$ cat config.mk
export PLATFORM = sky130hd
export DESIGN_NAME = minimal_standard_random_generator
export DESIGN_NICKNAME = d
export VERILOG_FILES = /design/src/rtl/mrg_pkg.sv /design/src/rtl/minimal_standard_random_generator.sv
export SDC_FILE = /design/constraint.sdc
export NUM_CORES = 1
export LEC_CHECK = 0
export BUFFER_PORTS_ARGS = -buffer_cell sky130_fd_sc_hd__buf_2
export CELL_PAD_IN_SITES_DETAIL_PLACEMENT = 1
export CELL_PAD_IN_SITES_GLOBAL_PLACEMENT = 2
export CORE_MARGIN = 2
export CORE_UTILIZATION = 38
export CTS_BUF_LIST = sky130_fd_sc_hd__clkbuf_8
export CTS_CLUSTER_SIZE = 28
export DETAILED_ROUTE_END_ITERATION = 16
export PLACE_DENSITY = 0.81
export SLEW_MARGIN = 20
export SYNTH_ARGS = -nofsm -noshare
export SYNTH_HDL_FRONTEND = slang
export SYNTH_SLANG_ARGS = --single-unit
$ cat constraint.sdc
create_clock -name clk -period 5.8 [get_ports clk]
set_input_delay 0.87 -clock clk [delete_from_list [all_inputs] [get_ports clk]]
set_output_delay 0.87 -clock clk [all_outputs]
set_load 0.01 [all_outputs]
$ cat src/rtl/mrg_pkg.sv
package mrg_pkg;

  // Field widths.
  localparam int unsigned WordW = 32;
  localparam int unsigned ActW  = 3;
  localparam int unsigned CntW  = 5;
  localparam int unsigned RemW  = 17;
  localparam int unsigned QuoW  = 15;

  // Action codes.
  localparam logic [ActW-1:0] ACT_SEED_NZ  = 3'd0;
  localparam logic [ActW-1:0] ACT_SEED     = 3'd1;
  localparam logic [ActW-1:0] ACT_RAW      = 3'd2;
  localparam logic [ActW-1:0] ACT_BOUND    = 3'd3;
  localparam logic [ActW-1:0] ACT_RANGE    = 3'd4;

  // Generator constants.
  localparam logic [WordW-1:0] SEED_SUBST = 32'd123459876;
  localparam logic [WordW-1:0] SCHRAGE_Q  = 32'd127773;
  localparam logic [14:0]      SCHRAGE_A  = 15'd16807;
  localparam logic [11:0]      SCHRAGE_R  = 12'd2836;
  localparam logic [WordW:0]   MODULUS_M  = 33'h0_7FFF_FFFF;

  // Last count of a bit-serial division pass.
  localparam logic [CntW-1:0]  CNT_LAST   = 5'd31;

  // Sequencer states.
  typedef enum logic [8:0] {
    S_IDLE = 9'b000000001,
    S_SDIV = 9'b000000010,
    S_MULA = 9'b000000100,
    S_MULB = 9'b000001000,
    S_COMB = 9'b000010000,
    S_FIX  = 9'b000100000,
    S_MDIV = 9'b001000000,
    S_ADD  = 9'b010000000,
    S_FIN  = 9'b100000000
  } mrg_state_t;

endpackage

$ cat src/rtl/minimal_standard_random_generator.sv
// Sequence: a seed request takes effect at its accept edge; a draw runs S_SDIV, S_MULA, S_MULB,
// S_COMB and S_FIX, a bounded or range draw then S_MDIV and S_ADD, and S_FIN loads the output
// register (a zero bound or empty range goes straight there); S_FIN waits out any output stall.
// No new request is taken until the state is back in S_IDLE; the shared bit-serial divider (one
// quotient bit per cycle) runs once for the Schrage split and once more for the bound reduction.
// Reset: synchronous, active low; the seed word clears to zero and no result is pending.
module minimal_standard_random_generator
  import mrg_pkg::*;
(
  input  logic                    clk,
  input  logic                    rst_n,
  input  logic                    in_valid,
  output logic                    in_stall,
  input  logic [ActW-1:0]         in_action,
  input  logic [WordW-1:0]        in_seed_value,
  input  logic [WordW-1:0]        in_upper_limit,
  input  logic signed [WordW-1:0] in_lower_limit,
  output logic                    out_valid,
  input  logic                    out_stall,
  output logic signed [WordW-1:0] out_value
);

  mrg_state_t       state_r, state_nxt;
  logic [WordW-1:0] rng_r, rng_nxt;
  logic [ActW-1:0]  act_r, act_nxt;
  logic [WordW-1:0] bound_r, bound_nxt;
  logic [WordW-1:0] lower_r, lower_nxt;
  logic             neg_r, neg_nxt;
  logic [WordW-1:0] rem_r, rem_nxt;
  logic [WordW-1:0] dq_r, dq_nxt;
  logic [WordW-1:0] div_r, div_nxt;
  logic [CntW-1:0]  cnt_r, cnt_nxt;
  logic [WordW-1:0] p1_r, p1_nxt;
  logic [26:0]      p2_r, p2_nxt;
  logic [WordW:0]   t_r, t_nxt;
  logic [WordW-1:0] res_r, res_nxt;
  logic             out_valid_r, out_valid_nxt;
  logic [WordW-1:0] out_value_r, out_value_nxt;

  logic             accept;
  logic             out_free;
  logic [WordW-1:0] x_seed;
  logic [WordW:0]   trial;
  logic [WordW:0]   trial_diff;
  logic             trial_ge;
  logic [WordW:0]   fixed;

  assign accept    = in_valid && !in_stall;
  assign in_stall  = (state_r != S_IDLE);
  assign out_free  = !out_valid_r || !out_stall;
  assign out_valid = out_valid_r;
  assign out_value = out_value_r;

  // A zero seed word is replaced before the step.
  assign x_seed = (rng_r == '0) ? SEED_SUBST : rng_r;

  // One restoring division step: shift in the next dividend bit and try the subtract.
  assign trial      = {rem_r, dq_r[WordW-1]};
  assign trial_diff = trial - {1'b0, div_r};
  assign trial_ge   = (trial >= {1'b0, div_r});

  // Fold a negative step result back into the modulus range.
  assign fixed = t_r[WordW] ? (t_r + MODULUS_M) : t_r;

  // Sequencer and datapath next values.
  always_comb begin
    state_nxt     = state_r;
    rng_nxt       = rng_r;
    act_nxt       = act_r;
    bound_nxt     = bound_r;
    lower_nxt     = lower_r;
    neg_nxt       = neg_r;
    rem_nxt       = rem_r;
    dq_nxt        = dq_r;
    div_nxt       = div_r;
    cnt_nxt       = cnt_r;
    p1_nxt        = p1_r;
    p2_nxt        = p2_r;
    t_nxt         = t_r;
    res_nxt       = res_r;
    out_valid_nxt = out_valid_r && out_stall;
    out_value_nxt = out_value_r;

    unique case (state_r)
      S_IDLE: begin
        if (accept) begin
          act_nxt   = in_action;
          lower_nxt = in_lower_limit;
          bound_nxt = (in_action == ACT_RANGE) ? (in_upper_limit - in_lower_limit)
                                               : in_upper_limit;
          // Set up the Schrage split of the magnitude of the seed word.
          neg_nxt = x_seed[WordW-1];
          dq_nxt  = x_seed[WordW-1] ? (~x_seed + 32'd1) : x_seed;
          rem_nxt = '0;
          div_nxt = SCHRAGE_Q;
          cnt_nxt = '0;
          unique case (in_action)
            ACT_SEED_NZ: begin
              if (in_seed_value != '0) begin
                rng_nxt = in_seed_value;
              end
            end
            ACT_SEED: begin
              rng_nxt = in_seed_value;
            end
            ACT_RAW: begin
              state_nxt = S_SDIV;
            end
            ACT_BOUND: begin
              if (in_upper_limit == '0) begin
                res_nxt   = '0;
                state_nxt = S_FIN;
              end else begin
                state_nxt = S_SDIV;
              end
            end
            ACT_RANGE: begin
              if (in_lower_limit >= $signed(in_upper_limit)) begin
                res_nxt   = in_lower_limit;
                state_nxt = S_FIN;
              end else begin
                state_nxt = S_SDIV;
              end
            end
            default: begin
              state_nxt = S_IDLE;
            end
          endcase
        end
      end
      S_SDIV, S_MDIV: begin
        if (trial_ge) begin
          rem_nxt = trial_diff[WordW-1:0];
        end else begin
          rem_nxt = trial[WordW-1:0];
        end
        dq_nxt  = {dq_r[WordW-2:0], trial_ge};
        cnt_nxt = cnt_r + 5'd1;
        if (cnt_r == CNT_LAST) begin
          state_nxt = (state_r == S_SDIV) ? S_MULA : S_ADD;
        end
      end
      S_MULA: begin
        p1_nxt    = WordW'({17'd0, rem_r[RemW-1:0]} * {17'd0, SCHRAGE_A});
        state_nxt = S_MULB;
      end
      S_MULB: begin
        p2_nxt    = 27'({12'd0, dq_r[QuoW-1:0]} * {15'd0, SCHRAGE_R});
        state_nxt = S_COMB;
      end
      S_COMB: begin
        // The sign of the seed word flips both Schrage terms.
        if (neg_r) begin
          t_nxt = {6'd0, p2_r} - {1'b0, p1_r};
        end else begin
          t_nxt = {1'b0, p1_r} - {6'd0, p2_r};
        end
        state_nxt = S_FIX;
      end
      S_FIX: begin
        rng_nxt = fixed[WordW-1:0];
        res_nxt = fixed[WordW-1:0];
        // Reduce the draw by the bound in a second divider pass.
        dq_nxt  = fixed[WordW-1:0];
        rem_nxt = '0;
        div_nxt = bound_r;
        cnt_nxt = '0;
        state_nxt = (act_r == ACT_RAW) ? S_FIN : S_MDIV;
      end
      S_ADD: begin
        res_nxt   = (act_r == ACT_RANGE) ? (rem_r + lower_r) : rem_r;
        state_nxt = S_FIN;
      end
      S_FIN: begin
        if (out_free) begin
          out_valid_nxt = 1'b1;
          out_value_nxt = res_r;
          state_nxt     = S_IDLE;
        end
      end
      default: begin
        state_nxt = S_IDLE;
      end
    endcase
  end

  // Control registers.
  always_ff @(posedge clk) begin
    if (!rst_n) begin
      state_r     <= S_IDLE;
      rng_r       <= '0;
      out_valid_r <= 1'b0;
    end else begin
      state_r     <= state_nxt;
      rng_r       <= rng_nxt;
      out_valid_r <= out_valid_nxt;
    end
  end

  // Payload registers.
  always_ff @(posedge clk) begin
    act_r       <= act_nxt;
    bound_r     <= bound_nxt;
    lower_r     <= lower_nxt;
    neg_r       <= neg_nxt;
    rem_r       <= rem_nxt;
    dq_r        <= dq_nxt;
    div_r       <= div_nxt;
    cnt_r       <= cnt_nxt;
    p1_r        <= p1_nxt;
    p2_r        <= p2_nxt;
    t_r         <= t_nxt;
    res_r       <= res_nxt;
    out_value_r <= out_value_nxt;
  end

endmodule
# Yosys cells after proc, flatten, opt, wreduce, memory -nomap -nowiden

Index checks and enable logic that the tools add are counted.

$lt $le $gt $ge: 2
Reductions and logical operators: 22
Add/subtract/negate cells: 8
Div/mod/pow operators: 0
Multiply operators: 2
Muxes and demuxes: 35
Shift-type cells: 0
Bitwise logic cells: 1
Equal/unequal tests: 26

Operators with widths:

| operator                                             | number |
|---|---|
| two-way mux 32 bit                                   | 14 |
| one-hot mux 32 bit (3 select lines)                  | 3 |
| one-hot mux 32 bit (2 select lines)                  | 4 |
| one-hot mux 9 bit (8 select lines)                   | 1 |
| logical NOT 32 bit                                   | 2 |
| subtractor 32 bit                                    | 2 |
| two-way mux 9 bit                                    | 6 |
| one-hot mux 9 bit (4 select lines)                   | 1 |
| greater-or-equal comparator 33 x 32 -> 1 bit         | 1 |
| two-way mux 33 bit                                   | 1 |
| subtractor 27 x 32 -> 33 bit                         | 1 |
| subtractor 32 x 27 -> 33 bit                         | 1 |
| adder 32 x 1 -> 32 bit (second input constant)       | 1 |
| adder 32 x 31 -> 32 bit (second input constant)      | 1 |
| adder 32 bit                                         | 1 |
| greater-or-equal comparator 32 bit                   | 1 |
| multiplier 17 x 15 -> 32 bit (second input constant) | 1 |
| inverter 32 bit                                      | 1 |
| nonzero test 32 bit                                  | 1 |
| multiplier 15 x 10 -> 25 bit (second input constant) | 1 |
| one-hot mux 5 bit (3 select lines)                   | 1 |
| equality test 3 x 2 -> 1 bit (second input constant) | 3 |
| equality test 9 x 1 -> 1 bit (second input constant) | 1 |
| equality test 9 x 2 -> 1 bit (second input constant) | 1 |
| other kinds (29)                                     | 45 |

Bits in read-only memories: 0
Output and inout port bits: 34
Word-level logic and storage cells: 112
Bits in latches: 0
Register bits after elaboration: 365
Bits of input ports: 103
RAM bits: 0
Memories: 0

# Depth between registers and ports, before layout

Word-level depth: 7
Gate-level depth with buffers: 25
Mapped depth without buffers: 24

# Least setup slack after synthesis

Ideal clock, no wire load.

Kind: register to register
From: register rem_r[15]
To: register p1_r[30] (data pin)
Stages on the path, launching flop included: 24
Arrival time: 5.965 ns
Slack: -0.430 ns
Path through: edfxtp_1 > clkbuf_1 > inv_1 > fa_1 > inv_1 > ha_1 > fa_1 > inv_1 > fa_1 > inv_1 > fa_1 > fa_1 > ha_1 > a21oi_1 > o21ai_0 > nor4_1 > a21oi_1 > a211o_1 > a21o_1 > a31oi_1 > nor2b_1 > o41a_1 > a41oi_1 > xnor2_1

Longest elaborated chain between the ends: 1

Ends and longest elaborated chain:

| what                         | line                                     | source |
|---|---|---|
| start: declaration           | minimal_standard_random_generator.sv:29  | `logic [WordW-1:0] rem_r, rem_nxt;` |
| start signal: assignment     | minimal_standard_random_generator.sv:206 | `rem_r <= rem_nxt;` |
| multiplier 17 x 15 -> 32 bit | minimal_standard_random_generator.sv:144 | `p1_nxt = WordW'({17'd0, rem_r[RemW-1:0]} * {17'd0, SCHRAGE_A});` |
| end signal: assignment       | minimal_standard_random_generator.sv:210 | `p1_r <= p1_nxt;` |
| end: declaration             | minimal_standard_random_generator.sv:33  | `logic [WordW-1:0] p1_r, p1_nxt;` |

Every way passes these cells.
A chain may end at the register's enable or synchronous reset.

# Worst setup path in the final report

From: register rem_r[13]
To: register p1_r[30] (data pin)

Same word-level chain as after synthesis.

==> results_dict.tcl <==
set metrics [dict create \
    yosys_register_bits 365 \
    first_pass_iters 5 \
    htree_levels 3 \
    detail-route-antenna-nets 0 \
    drc 0 \
    finalHoldViolations 0 \
    routedWlPerCell_um 22.2 \
    synthArstFlopShare_pct 0 \
    busiest_layer "met2" \
    cts_tree "done" \
    multiInputGateArea_mm2 0.0178 \
    seqPwrFrac_pct 22.5 \
    seq_area_frac_synth_pct 35.3 \
    fin_crit_ns 5.82 \
    grt_setup_unrepaired "true" \
    tightest_slew_ns 1.17 \
    required_ns 6.16 \
    min_to "out_value[17]" \
    combPwrFrac_pct 62.6 \
    clk_latency_ns 0.66 \
    crit_top_cell "fa_1" \
    timing.hold.ws_ns 0.413 \
    fillers 8984 \
    gr-total-overflow 0 \
    synth_flop_cell "edfxtp_1" \
    dieHeight_um 284 \
    violations "negative setup slack" \
    r2r-start "rem_r[13]" \
    min_path_cells 0 \
    status "complete, but fails checks" \
    critPathKind "reg -> reg" \
    p_clk_share_pct 14.9 \
    portBuffers 136 \
    leakagePower_nw 15.0 \
    reg2reg_depth 22 \
    syn-num-nets 3683 \
    start_util_pct 38.4 \
    gp_congestion 0.898 \
    switching_share_pct 43.0 \
    crit_chain "inv_2 -> fa_1 -> inv_2 -> ha_4 -> fa_1 -> inv_1 -> fa_1 -> inv_1 -> fa_1 -> fa_1 -> ha_4 -> a21oi_2 -> o21ai_2 -> nor4_4 -> a21oi_2 -> a211o_1 -> a21o_1 -> a31oi_2 -> nor2b_1 -> o41a_1 -> a41oi_2 -> xnor2_1" \
    cp_slowest_cell "fa_1" \
    viasPerCell 5.56 \
    row_count 102 \
    boundaryPins 137 \
    die_x_um 284 \
    nets 3865 \
    grtUsageMet1_pct 31.3 \
    hold_class "reg -> reg" \
    fin_worst_skew_ns 0.0474 \
    grt_pass1_vias 25800 \
    grt_max_degree 70 \
    powerDensity_mw_per_mm2 485 \
    final.setup.worst_slack_ns -0.0222 \
    crit_fanout 4 \
    final-max-slew-violation-count 0 \
    yosysWarnings 0 \
    regArea_mm2 0.0105 \
    hold_start "res_r[17]" \
    area_delta_synth_final_pct 13.0 \
    worstSetupEndpointType "register" \
    crit_buf_inv 4 \
    hpwlAfterDp_um 77600 \
    pre_cts_ws_ns -0.244 \
    path_clk_slew_ns 0.07 \
    p_switching_mw 7.03 \
    setup_viol 1 \
    critPathTopFamily "adder cells" \
    globalRouteTotalUtil_pct 23.6 \
    grtUsageMet3_pct 2.34 \
    p_int_mw 9.32 \
    relSlewSlack_pct 21.0 \
    clockBufferDepth 3 \
    slowest_delay_ns 0.55 \
    period_share_pct 100 \
    cts_root_buf "clkbuf_8" \
    drive_above_1_share_pct 12.0 \
    drt_iter0_markers 1481 \
    vias 24400 \
    finalWirelength_um 97300 \
    grt_pass1_wl_um 149000 \
    start_kind "register" \
    syn_inst 3114 \
    clock_sinks 365 \
    ys_types 88 \
    core_area_mm2 0.0776 \
    regToRegSetupSlack_ns -0.02 \
    syn_avg_cell_area_um2 9.58 \
    antenna_found_initial 3 \
    ir_drop_mv 0.525 \
    syn_area_mm2 0.0298 \
    die_area_mm2 0.0808 \
    use_met2_pct 40.4 \
    critPathArrivalTime_ns 6.18 \
    synth_edf_count 323 \
    maxCapViolations 0 \
    crit-reg2reg-capture "p1_r[30]" \
    cts_buffers 69 \
    fmax_mhz 172 \
]
## cells in the mapped netlist, types with 6 or more instances
| master | instances | area, um^2 |
|---|---|---|
| xor2_1 | 75 | 657 |
| a21oi_1 | 267 | 1340 |
| a22oi_1 | 15 | 113 |
| o31ai_1 | 14 | 105 |
| or4_1 | 9 | 67.6 |
| o211a_1 | 13 | 130 |
| or2_2 | 6 | 37.5 |
| edfxtp_1 | 323 | 9700 |
| mux2i_1 | 26 | 260 |
| dfxtp_1 | 42 | 841 |
| o21bai_1 | 15 | 113 |
| buf_2 | 9 | 45.0 |
| o21ai_0 | 184 | 921 |
| nand4b_1 | 8 | 70.1 |
| a21o_1 | 80 | 601 |
| xnor2_1 | 123 | 1080 |
| nor2_1 | 172 | 646 |
| nor4_1 | 31 | 194 |
| fa_1 | 95 | 1900 |
| a211o_1 | 12 | 105 |
| nand4_1 | 26 | 163 |
| o211ai_1 | 32 | 240 |
| nand2b_1 | 45 | 282 |
| a221oi_1 | 10 | 87.6 |
| inv_1 | 379 | 1420 |
| o21ai_1 | 9 | 45.0 |
| a221o_1 | 11 | 110 |
| o31a_1 | 9 | 78.8 |
| nand3_1 | 51 | 255 |
| a211oi_1 | 27 | 203 |
| nor3_1 | 48 | 240 |
| a31oi_1 | 28 | 175 |
| o41ai_1 | 7 | 61.3 |
| and2_1 | 34 | 213 |
| nor2b_1 | 29 | 181 |
| o21a_1 | 28 | 210 |
| or3_1 | 12 | 75.1 |
| nand2_1 | 230 | 863 |
| ha_1 | 371 | 4640 |
| and3_1 | 12 | 75.1 |
| clkbuf_1 | 94 | 353 |
## kinds of logic (layout without fill, tap and decap cells)
logic type      Yosys count  in the layout  share of synthesized area [%]
compound gates          824            824                           17.5
xor+xnor                198            198                           5.81
fa+ha+maj               466            466                           21.9
buf+inv                 486            722                           6.15
flops                   365            365                           35.3
mux                      30             30                           1.02
other cells               0              1                              0
simple gates            745            745                           12.2
## flip-flops by register name, summed over array words and instances (netlist names)
register   count
p1_r          32
act_r          3
res_r         32
neg_r          1
out_value     32
out_valid      1
rem_r         32
bound_r       32
lower_r       32
state_r        9
p2_r          25
t_r           33
rng_r         32
div_r         32
cnt_r          5
dq_r          32
## power by group through the flow
stage	clock network (mW)	registers, mW	logic [mW]
5_1_grt	2.60	3.70	11.4
6_report	2.43	3.68	10.2
2_1_floorplan	0	3.68	6.54
3_3_place_gp	0	3.73	9.06
4_1_cts	2.49	3.68	9.91
3_5_place_dp	0	3.74	9.40
## area by class of cell
| cell class | count | area share, % |
|---|---|---|
| clock buffers | 70 | 2.86 |
| diodes | 1 | 0.00742 |
| multi-input cells | 2263 | 52.9 |
| inverters | 379 | 4.22 |
| flip-flops and latches | 365 | 31.3 |
| clock inverters | 55 | 0.979 |
| repair buffers | 218 | 3.90 |
| well taps | 1040 | 3.86 |
## worst max-delay path by stage
stage	start	end	slack [ns]	depth (start not counted)
after floorplan	rem_r[11]	p1_r[30]	0.004	25
after global placement	rem_r[10]	p1_r[29]	-0.08	25
after detailed placement	rem_r[10]	p1_r[29]	-0.24	25
after CTS	rem_r[10]	p1_r[29]	-0.03	25
after global routing	rem_r[13]	p1_r[30]	-0.29	22
final	rem_r[13]	p1_r[30]	-0.02	22
## per-layer routing
layer	up-vias	part of all wire, %	wire length, um
li1	11500	-	-
met5	-	0	0
met3	126	3.7	3640
met1	12300	45	43800
met2	492	48	47100
met4	0	2.8	2720
## cell usage in the layout (no fill, tap or decap), types with 95 or more instances in the layout
cell type    n
o21ai_0    180
edfxtp_1   323
xnor2_1    122
fa_1        95
inv_1      381
buf_2      136
nand2_1    230
nor2_1     169
ha_1       357
a21oi_1    255
## metrics by stage
step	power (mW)	instance area, um^2	instances	util [%]	setup TNS (ns)
finish	16.3	33700	4391	43.5	-0.0222
CTS	16.1	33600	4390	43.3	-0.0491
floorplan	10.2	30000	3114	-	0
global placement	12.8	32100	4254	41.4	-0.158
global route	17.7	33700	4391	43.5	-0.655
detailed placement	13.1	32100	4254	41.4	-0.689
## what timing repair did
| action | 4_1_cts | 5_1_grt |
|---|---|---|
| hold buffers | 0 | 0 |
| gates cloned | 0 | 0 |
| setup endpoints to repair | 5 | 7 |
| pin swaps | 5 | 14 |
| gates resized for setup | 13 | 29 |
| buffers inserted | 11 | 1 |
No activity file was read; power rests on OpenSTA's default activity.
